## src/design/tpq_pkg.sv

```systemverilog
package tpq_pkg;

  // Default ring depth of each class queue
  localparam int unsigned QueueDepthDef = 16;

  // Field widths
  localparam int unsigned ValW  = 16;
  localparam int unsigned CmdW  = 2;
  localparam int unsigned StatW = 3;
  localparam int unsigned PosW  = 4;

  // Threshold value after reset
  localparam logic signed [ValW-1:0] ThreshReset = 16'sd60;

  // Command codes
  localparam logic [CmdW-1:0] CMD_INSERT = 2'd0;
  localparam logic [CmdW-1:0] CMD_REMOVE = 2'd1;
  localparam logic [CmdW-1:0] CMD_MODIFY = 2'd2;

  // Result status codes
  localparam logic [StatW-1:0] RES_INSERTED  = 3'd0;
  localparam logic [StatW-1:0] RES_FULL      = 3'd1;
  localparam logic [StatW-1:0] RES_REMOVED   = 3'd2;
  localparam logic [StatW-1:0] RES_EMPTY     = 3'd3;
  localparam logic [StatW-1:0] RES_MODIFIED  = 3'd4;
  localparam logic [StatW-1:0] RES_NOT_FOUND = 3'd5;
  localparam logic [StatW-1:0] RES_MISMATCH  = 3'd6;

  // Input item
  typedef struct packed {
    logic [CmdW-1:0]        command;
    logic signed [ValW-1:0] value;
    logic signed [ValW-1:0] new_value;
  } item_t;

  // Result item
  typedef struct packed {
    logic [StatW-1:0]       status;
    logic signed [ValW-1:0] removed_value;
    logic                   from_high;
    logic [PosW-1:0]        position;
  } result_t;

  // Controller to datapath commands
  typedef struct packed {
    logic             load;
    logic             insert;
    logic             remove;
    logic             scan_start;
    logic             scan_step;
    logic             modify;
    logic             res_en;
    logic [StatW-1:0] res_status;
  } ctrl_cmd_t;

  // Datapath to controller status
  typedef struct packed {
    logic [CmdW-1:0] command;
    logic            mismatch;
    logic            high_nonempty;
    logic            low_nonempty;
    logic            tgt_full;
    logic            tgt_empty;
    logic            match;
    logic            scan_last;
  } dp_stat_t;

endpackage

```

## src/design/two_class_priority_queue.sv

```systemverilog
// Flow: an accepted item is loaded and then decoded; insert, full, empty, class mismatch and modify
// on an empty class report from the decode state; remove reports from the remove state; a modify
// scans its class from the head, one entry per cycle, and reports at the first match or after the
// last live entry. An unused command gives no result. The result strobe is registered.
// Throughput: a new item is taken at the edge that ends the strobe cycle; results cannot stall.
// Reset: heads and counts clear, threshold returns to 60; stores are not cleared.
module two_class_priority_queue #(
  parameter int unsigned QUEUE_DEPTH = tpq_pkg::QueueDepthDef
) (
  input  logic                            clk_i,
  input  logic                            rst_ni,
  input  logic                            start,
  input  tpq_pkg::item_t                  item_i,
  output logic                            busy,
  input  logic                            cfg_we_i,
  input  logic signed [tpq_pkg::ValW-1:0] cfg_wdata_i,
  output logic                            result_valid_o,
  output tpq_pkg::result_t                result_o
);
  import tpq_pkg::*;

  ctrl_cmd_t cmd;
  dp_stat_t  stat;

  tpq_ctrl u_ctrl (
    .clk_i   (clk_i),
    .rst_ni  (rst_ni),
    .start_i (start),
    .stat_i  (stat),
    .cmd_o   (cmd),
    .busy_o  (busy)
  );

  tpq_dp #(
    .QUEUE_DEPTH (QUEUE_DEPTH)
  ) u_dp (
    .clk_i          (clk_i),
    .rst_ni         (rst_ni),
    .cmd_i          (cmd),
    .item_i         (item_i),
    .cfg_we_i       (cfg_we_i),
    .cfg_wdata_i    (cfg_wdata_i),
    .stat_o         (stat),
    .result_valid_o (result_valid_o),
    .result_o       (result_o)
  );

  // An accepted item keeps the block occupied for the next cycle
  a_accept_busy : assert property (@(posedge clk_i) disable iff (!rst_ni)
    (start && !busy) |=> busy)
    else $error("accepted transfer did not raise busy");

  // At most one result per item: strobes never come back to back
  a_single_strobe : assert property (@(posedge clk_i) disable iff (!rst_ni)
    result_valid_o |=> !result_valid_o)
    else $error("result strobe held for more than one cycle");

  // Removed value is zero unless a remove succeeded
  a_removed_zero : assert property (@(posedge clk_i) disable iff (!rst_ni)
    (result_valid_o && result_o.status != RES_REMOVED) |->
      (result_o.removed_value == '0))
    else $error("removed value set on a result that is not a remove");

  // The controller is back in idle whenever a result is presented
  a_strobe_idle : assert property (@(posedge clk_i) disable iff (!rst_ni)
    result_valid_o |-> !busy)
    else $error("result strobe while an item is still in flight");

endmodule

```

## src/design/tpq_ctrl.sv

```systemverilog
module tpq_ctrl (
  input  logic                 clk_i,
  input  logic                 rst_ni,
  input  logic                 start_i,
  input  tpq_pkg::dp_stat_t    stat_i,
  output tpq_pkg::ctrl_cmd_t   cmd_o,
  output logic                 busy_o
);
  import tpq_pkg::*;

  localparam logic [1:0] S_IDLE   = 2'd0;
  localparam logic [1:0] S_DECODE = 2'd1;
  localparam logic [1:0] S_REMOVE = 2'd2;
  localparam logic [1:0] S_SCAN   = 2'd3;

  logic [1:0] state_q, state_d;

  // State register
  always_ff @(posedge clk_i or negedge rst_ni) begin
    if (!rst_ni) begin
      state_q <= S_IDLE;
    end else begin
      state_q <= state_d;
    end
  end

  // Next state and command decode
  always_comb begin
    state_d = state_q;
    cmd_o   = '0;
    case (state_q)
      S_IDLE: begin
        if (start_i) begin
          cmd_o.load = 1'b1;
          state_d    = S_DECODE;
        end
      end
      S_DECODE: begin
        state_d = S_IDLE;
        case (stat_i.command)
          CMD_INSERT: begin
            cmd_o.res_en = 1'b1;
            if (stat_i.tgt_full) begin
              cmd_o.res_status = RES_FULL;
            end else begin
              cmd_o.insert     = 1'b1;
              cmd_o.res_status = RES_INSERTED;
            end
          end
          CMD_REMOVE: begin
            if (stat_i.high_nonempty || stat_i.low_nonempty) begin
              cmd_o.remove = 1'b1;
              state_d      = S_REMOVE;
            end else begin
              cmd_o.res_en     = 1'b1;
              cmd_o.res_status = RES_EMPTY;
            end
          end
          CMD_MODIFY: begin
            if (stat_i.mismatch) begin
              cmd_o.res_en     = 1'b1;
              cmd_o.res_status = RES_MISMATCH;
            end else if (stat_i.tgt_empty) begin
              cmd_o.res_en     = 1'b1;
              cmd_o.res_status = RES_NOT_FOUND;
            end else begin
              cmd_o.scan_start = 1'b1;
              state_d          = S_SCAN;
            end
          end
          default: begin
            // unused code: nothing to report
            state_d = S_IDLE;
          end
        endcase
      end
      S_REMOVE: begin
        cmd_o.res_en     = 1'b1;
        cmd_o.res_status = RES_REMOVED;
        state_d          = S_IDLE;
      end
      S_SCAN: begin
        if (stat_i.match) begin
          cmd_o.modify     = 1'b1;
          cmd_o.res_en     = 1'b1;
          cmd_o.res_status = RES_MODIFIED;
          state_d          = S_IDLE;
        end else if (stat_i.scan_last) begin
          cmd_o.res_en     = 1'b1;
          cmd_o.res_status = RES_NOT_FOUND;
          state_d          = S_IDLE;
        end else begin
          cmd_o.scan_step = 1'b1;
        end
      end
      default: begin
        state_d = S_IDLE;
      end
    endcase
  end

  assign busy_o = (state_q != S_IDLE);

endmodule

```

## src/design/tpq_dp.sv

```systemverilog
module tpq_dp #(
  parameter int unsigned QUEUE_DEPTH = tpq_pkg::QueueDepthDef
) (
  input  logic                          clk_i,
  input  logic                          rst_ni,
  input  tpq_pkg::ctrl_cmd_t            cmd_i,
  input  tpq_pkg::item_t                item_i,
  input  logic                          cfg_we_i,
  input  logic signed [tpq_pkg::ValW-1:0] cfg_wdata_i,
  output tpq_pkg::dp_stat_t             stat_o,
  output logic                          result_valid_o,
  output tpq_pkg::result_t              result_o
);
  import tpq_pkg::*;

  localparam int unsigned IdxW = (QUEUE_DEPTH > 1) ? $clog2(QUEUE_DEPTH) : 1;
  localparam int unsigned CntW = $clog2(QUEUE_DEPTH + 1);
  localparam int unsigned SumW = IdxW + 1;

  // Ring add with wrap; both operands stay below the depth
  function automatic logic [IdxW-1:0] wrap_add(input logic [IdxW-1:0] a,
                                               input logic [IdxW-1:0] b);
    logic [SumW-1:0] sum;
    sum = {1'b0, a} + {1'b0, b};
    if (sum >= SumW'(QUEUE_DEPTH)) begin
      sum = sum - SumW'(QUEUE_DEPTH);
    end
    return sum[IdxW-1:0];
  endfunction

  item_t                  item_q;
  logic signed [ValW-1:0] thr_q;
  logic [IdxW-1:0]        hh_q, hh_d, lh_q, lh_d;
  logic [CntW-1:0]        hc_q, hc_d, lc_q, lc_d;
  logic                   sel_hi_q, sel_hi_d;
  logic [IdxW-1:0]        scan_idx_q, scan_idx_d;
  logic [IdxW-1:0]        scan_off_q, scan_off_d;
  logic [ValW-1:0]        mem_h [QUEUE_DEPTH];
  logic [ValW-1:0]        mem_l [QUEUE_DEPTH];
  logic [ValW-1:0]        rd_h_q, rd_l_q;
  result_t                res_q;
  logic                   res_valid_q;

  logic                   item_hi, new_hi;
  logic [IdxW-1:0]        tgt_head, tail_idx, scan_next, raddr, waddr;
  logic [CntW-1:0]        tgt_cnt;
  logic [ValW-1:0]        rd_sel, wdata;
  logic                   we_h, we_l;
  logic [CntW-1:0]        scan_cnt;

  // Classification and target queue
  assign item_hi   = (item_q.value > thr_q);
  assign new_hi    = (item_q.new_value > thr_q);
  assign tgt_head  = item_hi ? hh_q : lh_q;
  assign tgt_cnt   = item_hi ? hc_q : lc_q;
  assign tail_idx  = wrap_add(tgt_head, tgt_cnt[IdxW-1:0]);
  assign scan_next = wrap_add(scan_idx_q, IdxW'(1));
  assign rd_sel    = sel_hi_q ? rd_h_q : rd_l_q;
  assign scan_cnt  = {{(CntW-IdxW){1'b0}}, scan_off_q} + CntW'(1);

  // Status towards the controller
  always_comb begin
    stat_o.command       = item_q.command;
    stat_o.mismatch      = (item_hi != new_hi);
    stat_o.high_nonempty = (hc_q != '0);
    stat_o.low_nonempty  = (lc_q != '0);
    stat_o.tgt_full      = (tgt_cnt == CntW'(QUEUE_DEPTH));
    stat_o.tgt_empty     = (tgt_cnt == '0);
    stat_o.match         = (rd_sel == item_q.value);
    stat_o.scan_last     = (scan_cnt == (sel_hi_q ? hc_q : lc_q));
  end

  // Pointer, count and scan updates
  always_comb begin
    hh_d       = hh_q;
    lh_d       = lh_q;
    hc_d       = hc_q;
    lc_d       = lc_q;
    sel_hi_d   = sel_hi_q;
    scan_idx_d = scan_idx_q;
    scan_off_d = scan_off_q;
    raddr      = scan_next;
    if (cmd_i.insert) begin
      if (item_hi) begin
        hc_d = hc_q + CntW'(1);
      end else begin
        lc_d = lc_q + CntW'(1);
      end
    end
    if (cmd_i.remove) begin
      if (hc_q != '0) begin
        sel_hi_d = 1'b1;
        raddr    = hh_q;
        hh_d     = wrap_add(hh_q, IdxW'(1));
        hc_d     = hc_q - CntW'(1);
      end else begin
        sel_hi_d = 1'b0;
        raddr    = lh_q;
        lh_d     = wrap_add(lh_q, IdxW'(1));
        lc_d     = lc_q - CntW'(1);
      end
    end
    if (cmd_i.scan_start) begin
      sel_hi_d   = item_hi;
      raddr      = tgt_head;
      scan_idx_d = tgt_head;
      scan_off_d = '0;
    end
    if (cmd_i.scan_step) begin
      scan_idx_d = scan_next;
      scan_off_d = scan_off_q + IdxW'(1);
    end
  end

  // Store write port: insert at tail or replace the matched entry
  always_comb begin
    we_h  = 1'b0;
    we_l  = 1'b0;
    waddr = tail_idx;
    wdata = item_q.value;
    if (cmd_i.insert) begin
      we_h = item_hi;
      we_l = !item_hi;
    end else if (cmd_i.modify) begin
      we_h  = sel_hi_q;
      we_l  = !sel_hi_q;
      waddr = scan_idx_q;
      wdata = item_q.new_value;
    end
  end

  // Class stores, registered read
  always_ff @(posedge clk_i) begin
    if (we_h) begin
      mem_h[waddr] <= wdata;
    end
    rd_h_q <= mem_h[raddr];
  end

  always_ff @(posedge clk_i) begin
    if (we_l) begin
      mem_l[waddr] <= wdata;
    end
    rd_l_q <= mem_l[raddr];
  end

  // Control state
  always_ff @(posedge clk_i or negedge rst_ni) begin
    if (!rst_ni) begin
      thr_q       <= ThreshReset;
      hh_q        <= '0;
      lh_q        <= '0;
      hc_q        <= '0;
      lc_q        <= '0;
      res_valid_q <= 1'b0;
    end else begin
      if (cfg_we_i) begin
        thr_q <= cfg_wdata_i;
      end
      hh_q        <= hh_d;
      lh_q        <= lh_d;
      hc_q        <= hc_d;
      lc_q        <= lc_d;
      res_valid_q <= cmd_i.res_en;
    end
  end

  // Item, scan and result payload
  always_ff @(posedge clk_i) begin
    if (cmd_i.load) begin
      item_q <= item_i;
    end
    sel_hi_q   <= sel_hi_d;
    scan_idx_q <= scan_idx_d;
    scan_off_q <= scan_off_d;
    if (cmd_i.res_en) begin
      res_q.status        <= cmd_i.res_status;
      res_q.removed_value <= (cmd_i.res_status == RES_REMOVED) ? rd_sel : '0;
      if (cmd_i.res_status == RES_INSERTED) begin
        res_q.from_high <= item_hi;
      end else if (cmd_i.res_status == RES_REMOVED ||
                   cmd_i.res_status == RES_MODIFIED) begin
        res_q.from_high <= sel_hi_q;
      end else begin
        res_q.from_high <= 1'b0;
      end
      res_q.position <= (cmd_i.res_status == RES_MODIFIED) ?
                        PosW'(scan_off_q) : '0;
    end
  end

  assign result_valid_o = res_valid_q;
  assign result_o       = res_q;

endmodule

```

## config.mk

```make
export PLATFORM = sky130hd
export DESIGN_NAME = two_class_priority_queue
export DESIGN_NICKNAME = d
export VERILOG_FILES = /design/src/design/tpq_pkg.sv /design/src/design/two_class_priority_queue.sv /design/src/design/tpq_ctrl.sv /design/src/design/tpq_dp.sv
export SDC_FILE = /design/constraint.sdc
export NUM_CORES = 1
export LEC_CHECK = 0
export BUFFER_PORTS_ARGS = -buffer_cell sky130_fd_sc_hd__buf_2
export CORE_ASPECT_RATIO = 0.8
export CORE_UTILIZATION = 64
export CTS_BUF_LIST = sky130_fd_sc_hd__clkbuf_8
export DETAILED_ROUTE_END_ITERATION = 8
export HOLD_SLACK_MARGIN = 0.12
export PLACE_DENSITY_LB_ADDON = 0.15
export RECOVER_POWER = 50
export SLEW_MARGIN = 20
export SYNTH_ARGS = -nofsm -noshare
export SYNTH_HDL_FRONTEND = slang
export SYNTH_SLANG_ARGS = --single-unit
```

## constraint.sdc

```tcl
create_clock -name clk_i -period 6.25 [get_ports clk_i]
set_input_delay 0.3125 -clock clk_i [delete_from_list [all_inputs] [get_ports clk_i]]
set_output_delay 0.3125 -clock clk_i [all_outputs]
set_load 0.03 [all_outputs]
```

# ---- Word level (Yosys, flattened, before mapping)
# Memory sizes are Yosys's and may differ from the RTL's. A register that Yosys moved wholly into a read port is not among the register bits.
# Index checks and enable logic that the tools add are counted.
dict set report totals {
  ff_bits 104
  ramBits 512
  in_bits 54
  memories 2
}
# memory words width rd rd_clocked_by_memory_dff wr line
set mem_list {}
lappend mem_list {u_dp.mem_h 16 16 1 1 1 tpq_dp.sv:38} ;# logic [ValW-1:0] mem_h [QUEUE_DEPTH];
lappend mem_list {u_dp.mem_l 16 16 1 1 1 tpq_dp.sv:39} ;# logic [ValW-1:0] mem_l [QUEUE_DEPTH];
dict set report classes {
  n_addsub 14
  order_cmp 6
  n_eq_ne 13
  mux 70
  bitwise_logic 1
  reduce_logical 16
}
# operator n
set ops {}
lappend ops {{two-way mux 4 bit} 19}
lappend ops {{two-way mux 5 bit} 10}
lappend ops {{two-way mux 16 bit} 3}
lappend ops {{> comparator 16 bit} 2}
lappend ops {{two-way mux 1 bit} 26}
lappend ops {{case mux 4 bit (3 select lines)} 2}
lappend ops {{adder 4 x 1 -> 5 bit (second input constant)} 4}
lappend ops {{>= comparator 5 bit (second input constant)} 4}
lappend ops {{== test 16 bit} 1}
lappend ops {{subtractor 4 x 1 -> 4 bit (second input constant)} 4}
lappend ops {{two-way mux 2 bit} 7}
lappend ops {{adder 5 x 1 -> 5 bit (second input constant)} 2}
lappend ops {{nonzero test 5 bit} 2}
lappend ops {{subtractor 5 x 1 -> 5 bit (second input constant)} 2}
lappend ops {{case mux 2 bit (4 select lines)} 1}
lappend ops {{== test 2 bit (second input constant)} 3}
lappend ops {{AND reduction 2 bit} 3}
lappend ops {{nonzero test 2 bit} 3}
lappend ops {{adder 4 x 4 -> 5 bit} 1}
lappend ops {{== test 5 bit} 1}
lappend ops {{== test 5 bit (second input constant)} 1}
lappend ops {{zero test 5 bit} 1}
lappend ops {{adder 4 x 1 -> 4 bit (second input constant)} 1}
lappend ops {{== test 2 x 1 -> 1 bit (second input constant)} 2}
lappend ops {{12 further kinds} 15}

# ---- Depth between registers and ports, before layout
# Gate-level depths: netlist (run 1).
dict set report logic_depth {
  word_depth 11
  mapped_depth 19
}

# ---- Hierarchy
# From an unflattened synthesis (run 1), not the netlist that was laid out.
dict set report unflattened {
  cells_unflattened 2111
  hier_area_um2 26918.3
}
# mod n_inst cells_per_inst area_per_inst_um2 seq_area_each_um2
set by_module_without_submodules {}
lappend by_module_without_submodules {tpq_dp 1 2072 26596.8 18908.1}
lappend by_module_without_submodules {tpq_ctrl 1 39 321.6 50.0}

# ---- Least setup slack after synthesis (run 1)
# OpenSTA, ideal clock, no wires.
dict set report synth_timing {
  path_kind {reg-to-reg}
  from {register u_dp.item_q[31] (netlist name)}
  to {memory u_dp.mem_h[10][0], enable pin}
  setup_time_ns 0.388
  t_arrival_ns 4.996
  t_required_ns 5.862
  slack_ns 0.865
  stages_incl_launch_ff 17
  path_buffers 3
  period_less_slack_ns 5.385
  path_cell_list {edfxtp_1 > ha_1 > buf_2 > nand4_2 > nor3_1 > a21boi_0 > or3_4 > mux2i_4 > clkbuf_1 > buf_1 > o21ai_0 > ha_1 > fa_1 > nor3b_1 > a31oi_1 > or2_2 > nor2_1}
}
dict set report synth_via {
  elab_chain_len 9
  word_cells_on_any_way 20
  cone_classes {add/sub: 2; order compare: 2; eq/ne: 2; mux: 14}
}
# item line
set synth_lines {}
lappend synth_lines {{from (decl)} tpq_dp.sv:31} ;# item_t item_q;
lappend synth_lines {{from (signal assigned)} tpq_dp.sv:171} ;# item_q <= item_i;
lappend synth_lines {{parallel branches: the longest is 9 deep, another holds > comparator 16 bit} -}
lappend synth_lines {{to (decl)} tpq_dp.sv:38}
# Several ways; the timed one is not identified.

# ---- Worst setup path after layout (run 1)
dict set report layout_timing {
  from {register u_dp.sel_hi_q}
  to {memory u_dp.mem_l[13][15], data pin}
}
dict set report layout_via {
  elab_chain_len 6
}
# item line
set layout_lines {}
lappend layout_lines {{from (decl)} tpq_dp.sv:35} ;# logic sel_hi_q, sel_hi_d;
lappend layout_lines {{from (signal assigned)} tpq_dp.sv:173} ;# sel_hi_q <= sel_hi_d;
lappend layout_lines {{two-way mux 16 bit} tpq_dp.sv:58} ;# assign rd_sel = sel_hi_q ? rd_h_q : rd_l_q;
lappend layout_lines {{== test 16 bit} tpq_dp.sv:69} ;# stat_o.match = (rd_sel == item_q.value);
lappend layout_lines {{two-way mux 1 bit} tpq_ctrl.sv:83} ;# if (stat_i.match) begin
lappend layout_lines {{two-way mux 2 bit} tpq_ctrl.sv:31} ;# case (state_q)
lappend layout_lines {{two-way mux 16 bit} tpq_dp.sv:124} ;# end else if (cmd_i.modify) begin
lappend layout_lines {{two-way mux 16 bit} tpq_dp.sv:121} ;# if (cmd_i.insert) begin
lappend layout_lines {{via u_dp.wdata[15]} tpq_dp.sv:47} ;# logic [ValW-1:0] rd_sel, wdata;
lappend layout_lines {{to (decl)} tpq_dp.sv:39}
# The timed path passes the listed nets, and every way through them passes these cells.

==> results of run 1 <==
## placed cells by master, fill, tap and decap left out, types with 13 or more instances in the layout
cell type      synthesis  layout
nor2_1                79      78
mux2_2                26      18
clkbuf_8               0     103
buf_4                  3      53
nand3_1               13      13
edfxtp_1             579     579
mux2i_1              289     290
dfrtp_1               33      33
buf_2                 15      44
a21oi_1               19      19
ha_1                  47      47
xnor2_1               37      37
o21ai_0               27      26
dfxtp_1               32      32
clkinv_1               0      16
or4_1                 33      33
o22ai_1              132     132
clkbuf_1              44      37
inv_1                 35      68
dlygate4sd3_1          0      60
nand2_1               64      64
## metal layers
layer	track usage, %	share of wire, %
met1	45.0	42
met2	46.2	45
met5	0	0.042
met3	8.62	10
met4	10.2	2.6
## worst min-delay path: stages
cell and delay [ps]:
buf_2 280, nand2_1 140, o21ai_0 80
## final cells by class
cell class	instances	area (um2)	share of cell area, %
multi-input combinational	891	6920	23.1
clock buffer	103	1420	4.72
clock inverter	71	449	1.50
sequential	648	19000	63.2
tap	544	681	2.27
timing repair buffer	199	1460	4.86
inverter	35	131	0.438
## timing repair
item                                   CTS  global route
hold buffers                            60             0
endpoints found under the hold margin   83             0
resized for setup                        0             0
## power by group through the flow
stage	Combinational, mW	Sequential (mW)	Clock, mW
6_report	4.31	5.66	3.32
3_5_place_dp	4.24	5.72	0
3_3_place_gp	4.16	5.71	0
4_1_cts	4.29	5.63	3.35
5_1_grt	4.58	5.68	3.54
2_1_floorplan	2.98	5.66	0
## logic make-up after synthesis
group | Yosys count | synth area share [%]
DFF | 648 | 71.7
muxes | 317 | 12.2
and+or+nand+nor | 266 | 5.14
AOI/OAI and AO/OA | 217 | 5.14
buffers and inverters | 115 | 2.09
adders and majority gates | 48 | 2.30
xor gates and xnor gates | 43 | 1.42
## stage by stage
| step | instances | total power, mW | instance area (um2) |
|---|---|---|---|
| floorplan | 1654 | 8.64 | 26400 |
| global placement | 2257 | 9.87 | 27600 |
| detailed placement | 2257 | 9.96 | 27600 |
| CTS | 2491 | 13.3 | 30100 |
| global route | 2491 | 13.8 | 30000 |
| finish | 2491 | 13.3 | 30000 |
## flip-flops by register name, indices dropped and copies added (netlist names)
signal               count
u_ctrl.state_q           2
u_dp.result_valid_o      1
u_dp.scan_idx_q          4
u_dp.thr_q              16
u_dp.sel_hi_q            1
u_dp.lh_q                4
u_dp.rd_h_q             16
u_dp.stat_o              2
u_dp.scan_off_q          4
u_dp.item_q             32
u_dp.mem_h             256
u_dp.hc_q                5
u_dp.result_o           24
u_dp.lc_q                5
u_dp.rd_l_q             16
u_dp.hh_q                4
u_dp.mem_l             256
## worst min-delay path by stage
stage	start	end	slack, ps	cells past startpoint
after detailed placement	item_i[18]	u_dp.item_q[18]	490	1
after global placement	item_i[2]	u_dp.item_q[2]	490	1
final	cfg_we_i	u_dp.thr_q[1]	170	3
after floorplan	rst_ni	u_ctrl.state_q[0]	20	0
after CTS	cfg_we_i	u_dp.thr_q[1]	120	2
after global routing	cfg_we_i	u_dp.thr_q[9]	170	2
==> flow_summary_export.csv, run 1 <==
group,metric,value,unit
timing,setup_ws,459,ps
cells_and_area,fin_util,73.7,%
logic_synthesis,synth_common_cells,"579 x edfxtp_1, 289 x mux2i_1, 132 x o22ai_1, 79 x nor2_1, 64 x nand2_1",
timing,drv_slew,127,
timing,max_slew_margin,-113,%
route,drc,0,
cells_and_area,antennaDiodeCount,0,
floorplan,core_area,40700,um2
global_routing,antenna_found_initial,3,
route,drtIter0Drc,1729,
clocking,cts_root_buf,"clkbuf_8",
place,place.gp.congestion,0.930,
place,place_ws,872,ps
power,p_int,8.66,mW
power,seqPwrFrac,42.6,%
clocking,clock_latency,700,ps
logic_synthesis,yosysTopAreaCellShare,65.8,%
clocking,postCtsSetupBuffers,0,
logic_synthesis,synthTopCellsByArea,"edfxtp_1 66%, mux2i_1 11%, dfrtp_1 3.1%, o22ai_1 3.1%, dfxtp_1 2.4%",
timing,hold_violations,0,
power,p_leak,11.2,nW
setup_path,rrSetupSlack,460,ps
clocking,cts.sink_count,648,
route,detail_route.first_pass.iterations,5,
logic_synthesis,ys_seq_elements,648,
min_path,hold_path.class,"in2reg",
setup_path,endpoint,"u_dp.mem_l[13][15]",
setup_path,arrival,6090,ps
place,hpwl,39.7,mm
timing,max_freq,173,MHz
setup_path,worst-path-buf-inv,2,
timing,min_period,5790,ps
setup_path,worstPathRequired,6550,ps
setup_path,worstPathMaxFanout,32,
global_routing,globalRouteTotalUtil,31.1,%
setup_path,reg2reg_from,"u_dp.sel_hi_q",
logic_synthesis,synth-async-reset-ratio,5.71,%
floorplan,ios,80,
timing,finalCritPeriodShare,92.7,%
power,powerDensity,443,nW/um2
power,swShare,34.8,%
power,vdd_drop_max,372,uV
clocking,cts_buffers,93,
logic_synthesis,avgSynthCellArea,16.0,um2
route,wire_per_inst,25.7,um
timing,finClkSkew,44.4,ps
setup_path,crit_slowest_cell,"clkbuf_1",
timing,worst_pin_slew,3180,ps
logic_synthesis,yosys_warnings,0,
logic_synthesis,synth_fp_nets,1756,
setup_path,startpoint,"u_dp.sel_hi_q",
floorplan,start_util,64.9,%
cells_and_area,syn_to_final_growth,13.5,%
route,vias,15500,
power,pwr-share-clk,25.0,%
logic_synthesis,synth_edf_count,579,
logic_synthesis,yosysTopAreaCell,"edfxtp_1",
cells_and_area,fillers,2529,
run_status,outcome,"finished with violations",
power,power_frac_comb,32.4,%
run_status,violations,"max-capacitance violations, max-slew violations",
setup_path,r2r_cells,8,
timing,rsz0062_at_grt,"false",
logic_synthesis,synth_top_flop_cell,"edfxtp_1",
route,via_per_inst,6.24,
place,numPortBuffers,79,
cells_and_area,drive_gt1_share,13.5,%
clocking,cts_tree,"done",
floorplan,rows,66,
setup_path,critPathTopFamily,"buffers and inverters",
setup_path,start_kind,"register",
route,ant_nets,0,
floorplan,die_h,184,um
logic_synthesis,syn_inst,1654,
setup_path,crit_path_end_kind,"register",
setup_path,critPathMaxStageDelay,1240,ps
clocking,clkTransAtPathRegs,60,ps
logic_synthesis,yosysMostFrequentCell,"edfxtp_1",
floorplan,die_x,229,um
logic_synthesis,synth_area,26400,um2
logic_synthesis,yosysSeqAreaShare,71.7,%
timing,tns,0,ps
global_routing,grt_pass1_wl,95.6,mm
setup_path,r2r_end,"u_dp.mem_l[13][15]",
clocking,htree_levels,3,
power,p_sw,4.63,mW
logic_synthesis,synth.distinct_cells,62,
setup_path,path_cells,"clkbuf_1 -> mux2i_1 -> xnor2_1 -> nor4_1 -> nand4_1 -> nor2_2 -> buf_4 -> mux2_1",
setup_path,path_class,"reg2reg",
global_routing,first_global_vias,15400,
global_routing,overflow,0,
clocking,cts_buffer_depth,3,
timing,hold_slack,172,ps
setup_path,crit_cells,8,
job,drv_cap,4,
global_routing,grt_max_degree,68,
timing,setup_violations,0,
route,routed_wl,64.1,mm
floorplan,die_area,42100,um2
cells_and_area,fin_nets,1970,
Note: power is estimated with default switching activity, not from simulation.
==> run 2: changes to the inputs <==
--- a/config.mk
+++ b/config.mk
@@ -9,3 +9,3 @@
 export CORE_ASPECT_RATIO = 0.8
-export CORE_UTILIZATION = 64
+export CORE_UTILIZATION = 50
 export CTS_BUF_LIST = sky130_fd_sc_hd__clkbuf_8
--- a/constraint.sdc
+++ b/constraint.sdc
@@ -3,2 +3,2 @@
 set_output_delay 0.3125 -clock clk_i [all_outputs]
-set_load 0.03 [all_outputs]
+set_load 0.01 [all_outputs]
==> flow_summary_export.csv, run 2 (synthesized netlist as in run 1, its figures left out) <==
group,metric,value,unit
min_path,hold_path.startpoint,"cfg_we_i",
global_routing,globalRouteTotalUtil,25.1,%
floorplan,die_area,53800,um2
power,powerDensity,452,nW/um2
clocking,cts_buffer_depth,3,
clocking,clock_latency,690,ps
timing,rsz0062_at_grt,"false",
place,hpwl,41.9,mm
setup_path,start_kind,"register",
setup_path,critPathMaxStageDelay,1160,ps
timing,min_period,5820,ps
clocking,post_cts_resized,0,
route,top_layer_used,"met4",
floorplan,rows,74,
run_status,outcome,"finished with violations",
job,drv_cap,2,
floorplan,die_x,259,um
clocking,cts_tree,"done",
setup_path,path_class,"reg2reg",
route,wl_met2,30.2,mm
timing,hold_violations,0,
min_path,hold_path.class,"in2reg",
timing,setup_violations,0,
setup_path,worstPathMaxFanout,32,
floorplan,core_area,51700,um2
timing,finClkSkew,36.0,ps
clocking,cts_buffers,99,
route,detail_route.first_pass.iterations,5,
floorplan,start_util,51.2,%
setup_path,arrival,6060,ps
cells_and_area,layout_common_cells,"579 x edfxtp_1, 290 x mux2i_1, 132 x o22ai_1, 119 x clkbuf_8, 77 x nor2_1",
place,numPortBuffers,79,
timing,setup_ws,431,ps
clocking,cts_root_buf,"clkbuf_8",
min_path,holdPathEnd,"u_dp.thr_q[5]",
route,ant_nets,0,
timing,hold_slack,169,ps
timing,finalCritPeriodShare,93.1,%
cells_and_area,reg_top3,"u_dp.mem_h (256), u_dp.mem_l (256), u_dp.item_q (32)",
power,p_leak,11.3,nW
clocking,htree_levels,3,
setup_path,crit_slowest_cell,"mux2_1",
cells_and_area,mostFrequentLayoutCell,"edfxtp_1",
place,place_ws,646,ps
setup_path,reg2reg_from,"u_dp.sel_hi_q",
route,met3_length,5.61,mm
timing,max_freq,172,MHz
route,drc,0,
clocking,clkTransAtPathRegs,70,ps
route,routed_wl,67.4,mm
global_routing,grt_pass1_wl,98.4,mm
route,wire_per_inst,25.5,um
run_status,violations,"max-capacitance violations, max-slew violations",
setup_path,worstPathRequired,6500,ps
cells_and_area,fin_util,59.0,%
timing,tns,0,ps
setup_path,path_cells,"clkbuf_1 -> mux2i_1 -> xnor2_1 -> nor4_1 -> nand4_1 -> nor2_1 -> buf_4 -> mux2_1",
power,vdd_drop_max,247,uV
route,vias,15300,
cells_and_area,drive_gt1_share,13.5,%
floorplan,die_h,208,um
global_routing,first_global_vias,15200,
floorplan,ios,80,
setup_path,r2r_cells,8,
cells_and_area,syn_to_final_growth,15.2,%
route,met1Wirelength,30.3,mm
cells_and_area,fin_nets,1981,
setup_path,crit_path_end_kind,"register",
cells_and_area,fillers,3958,
timing,worst_pin_slew,2450,ps
global_routing,overflow,0,
global_routing,grt_max_degree,56,
route,drtIter0Drc,1383,
setup_path,rrSetupSlack,430,ps
timing,max_slew_margin,-63.3,%
clocking,cts.sink_count,648,
place,place.gp.congestion,0.891,
global_routing,antenna_found_initial,3,
setup_path,r2r_end,"u_dp.mem_l[13][8]",
timing,drv_slew,64,
cells_and_area,antennaDiodeCount,0,
min_path,hold_depth,3,
route,via_per_inst,5.79,
## run 2: area by class of cell
| type | count | area, um2 | area share (%) |
|---|---|---|---|
| inverters | 35 | 131 | 0.431 |
| multi-input cells | 891 | 6930 | 22.8 |
| flip-flops and latches | 648 | 19000 | 62.2 |
| well taps | 684 | 856 | 2.81 |
| clock inverters | 64 | 428 | 1.40 |
| repair buffers | 204 | 1520 | 4.99 |
| clock buffers | 119 | 1640 | 5.38 |
## run 2: metrics by stage
stage / instances / power, mW / area, um2
6_report: 2645 / 13.8 / 30500
5_1_grt: 2645 / 14.3 / 30500
4_1_cts: 2642 / 13.8 / 30500
3_3_place_gp: 2393 / 10.1 / 27800
2_1_floorplan: 1654 / 8.55 / 26400
3_5_place_dp: 2393 / 10.2 / 27800
## run 2: repair_timing
action,4_1_cts,5_1_grt
hold buffers,66,1
hold endpoints to repair,83,9
setup buffers,0,0
## run 2: worst max-delay path by stage
stage / to / startpoint / cells past startpoint / slack (ps)
5_1_grt: u_dp.mem_l[11][7] / u_dp.item_q[31] / 17 / 140
6_report: u_dp.mem_l[13][8] / u_dp.sel_hi_q / 8 / 430
3_5_place_dp: u_dp.mem_l[9][13] / u_dp.item_q[31] / 17 / 650
2_1_floorplan: u_dp.mem_h[10][0] / u_dp.item_q[31] / 16 / 870
3_3_place_gp: u_dp.mem_l[8][5] / u_dp.item_q[31] / 16 / 780
4_1_cts: u_dp.mem_l[9][10] / u_dp.item_q[31] / 17 / 620
## run 2: where the power goes
part / internal [mW] / leakage [nW] / switching (mW)
Combinational: 1.64 / 4.19 / 2.84
Sequential: 5.35 / 5.96 / 0.324
Clock: 1.97 / 1.20 / 1.64
## run 2: routing by layer
metal	vias to the layer above	GRT usage, %
li1	6885	-
met1	7761	36.4
met2	583	37.9
met3	93	6.36
met4	0	6.20
met5	-	0
## run 2: worst max-delay path: cells and delay by family (launching register included)
| family | cells | cell delay (ps) |
|---|---|---|
| muxes | 2 | 1710 |
| and+or+nand+nor | 3 | 1570 |
| buffers and inverters | 2 | 1010 |
| DFF | 1 | 850 |
| xor gates and xnor gates | 1 | 160 |
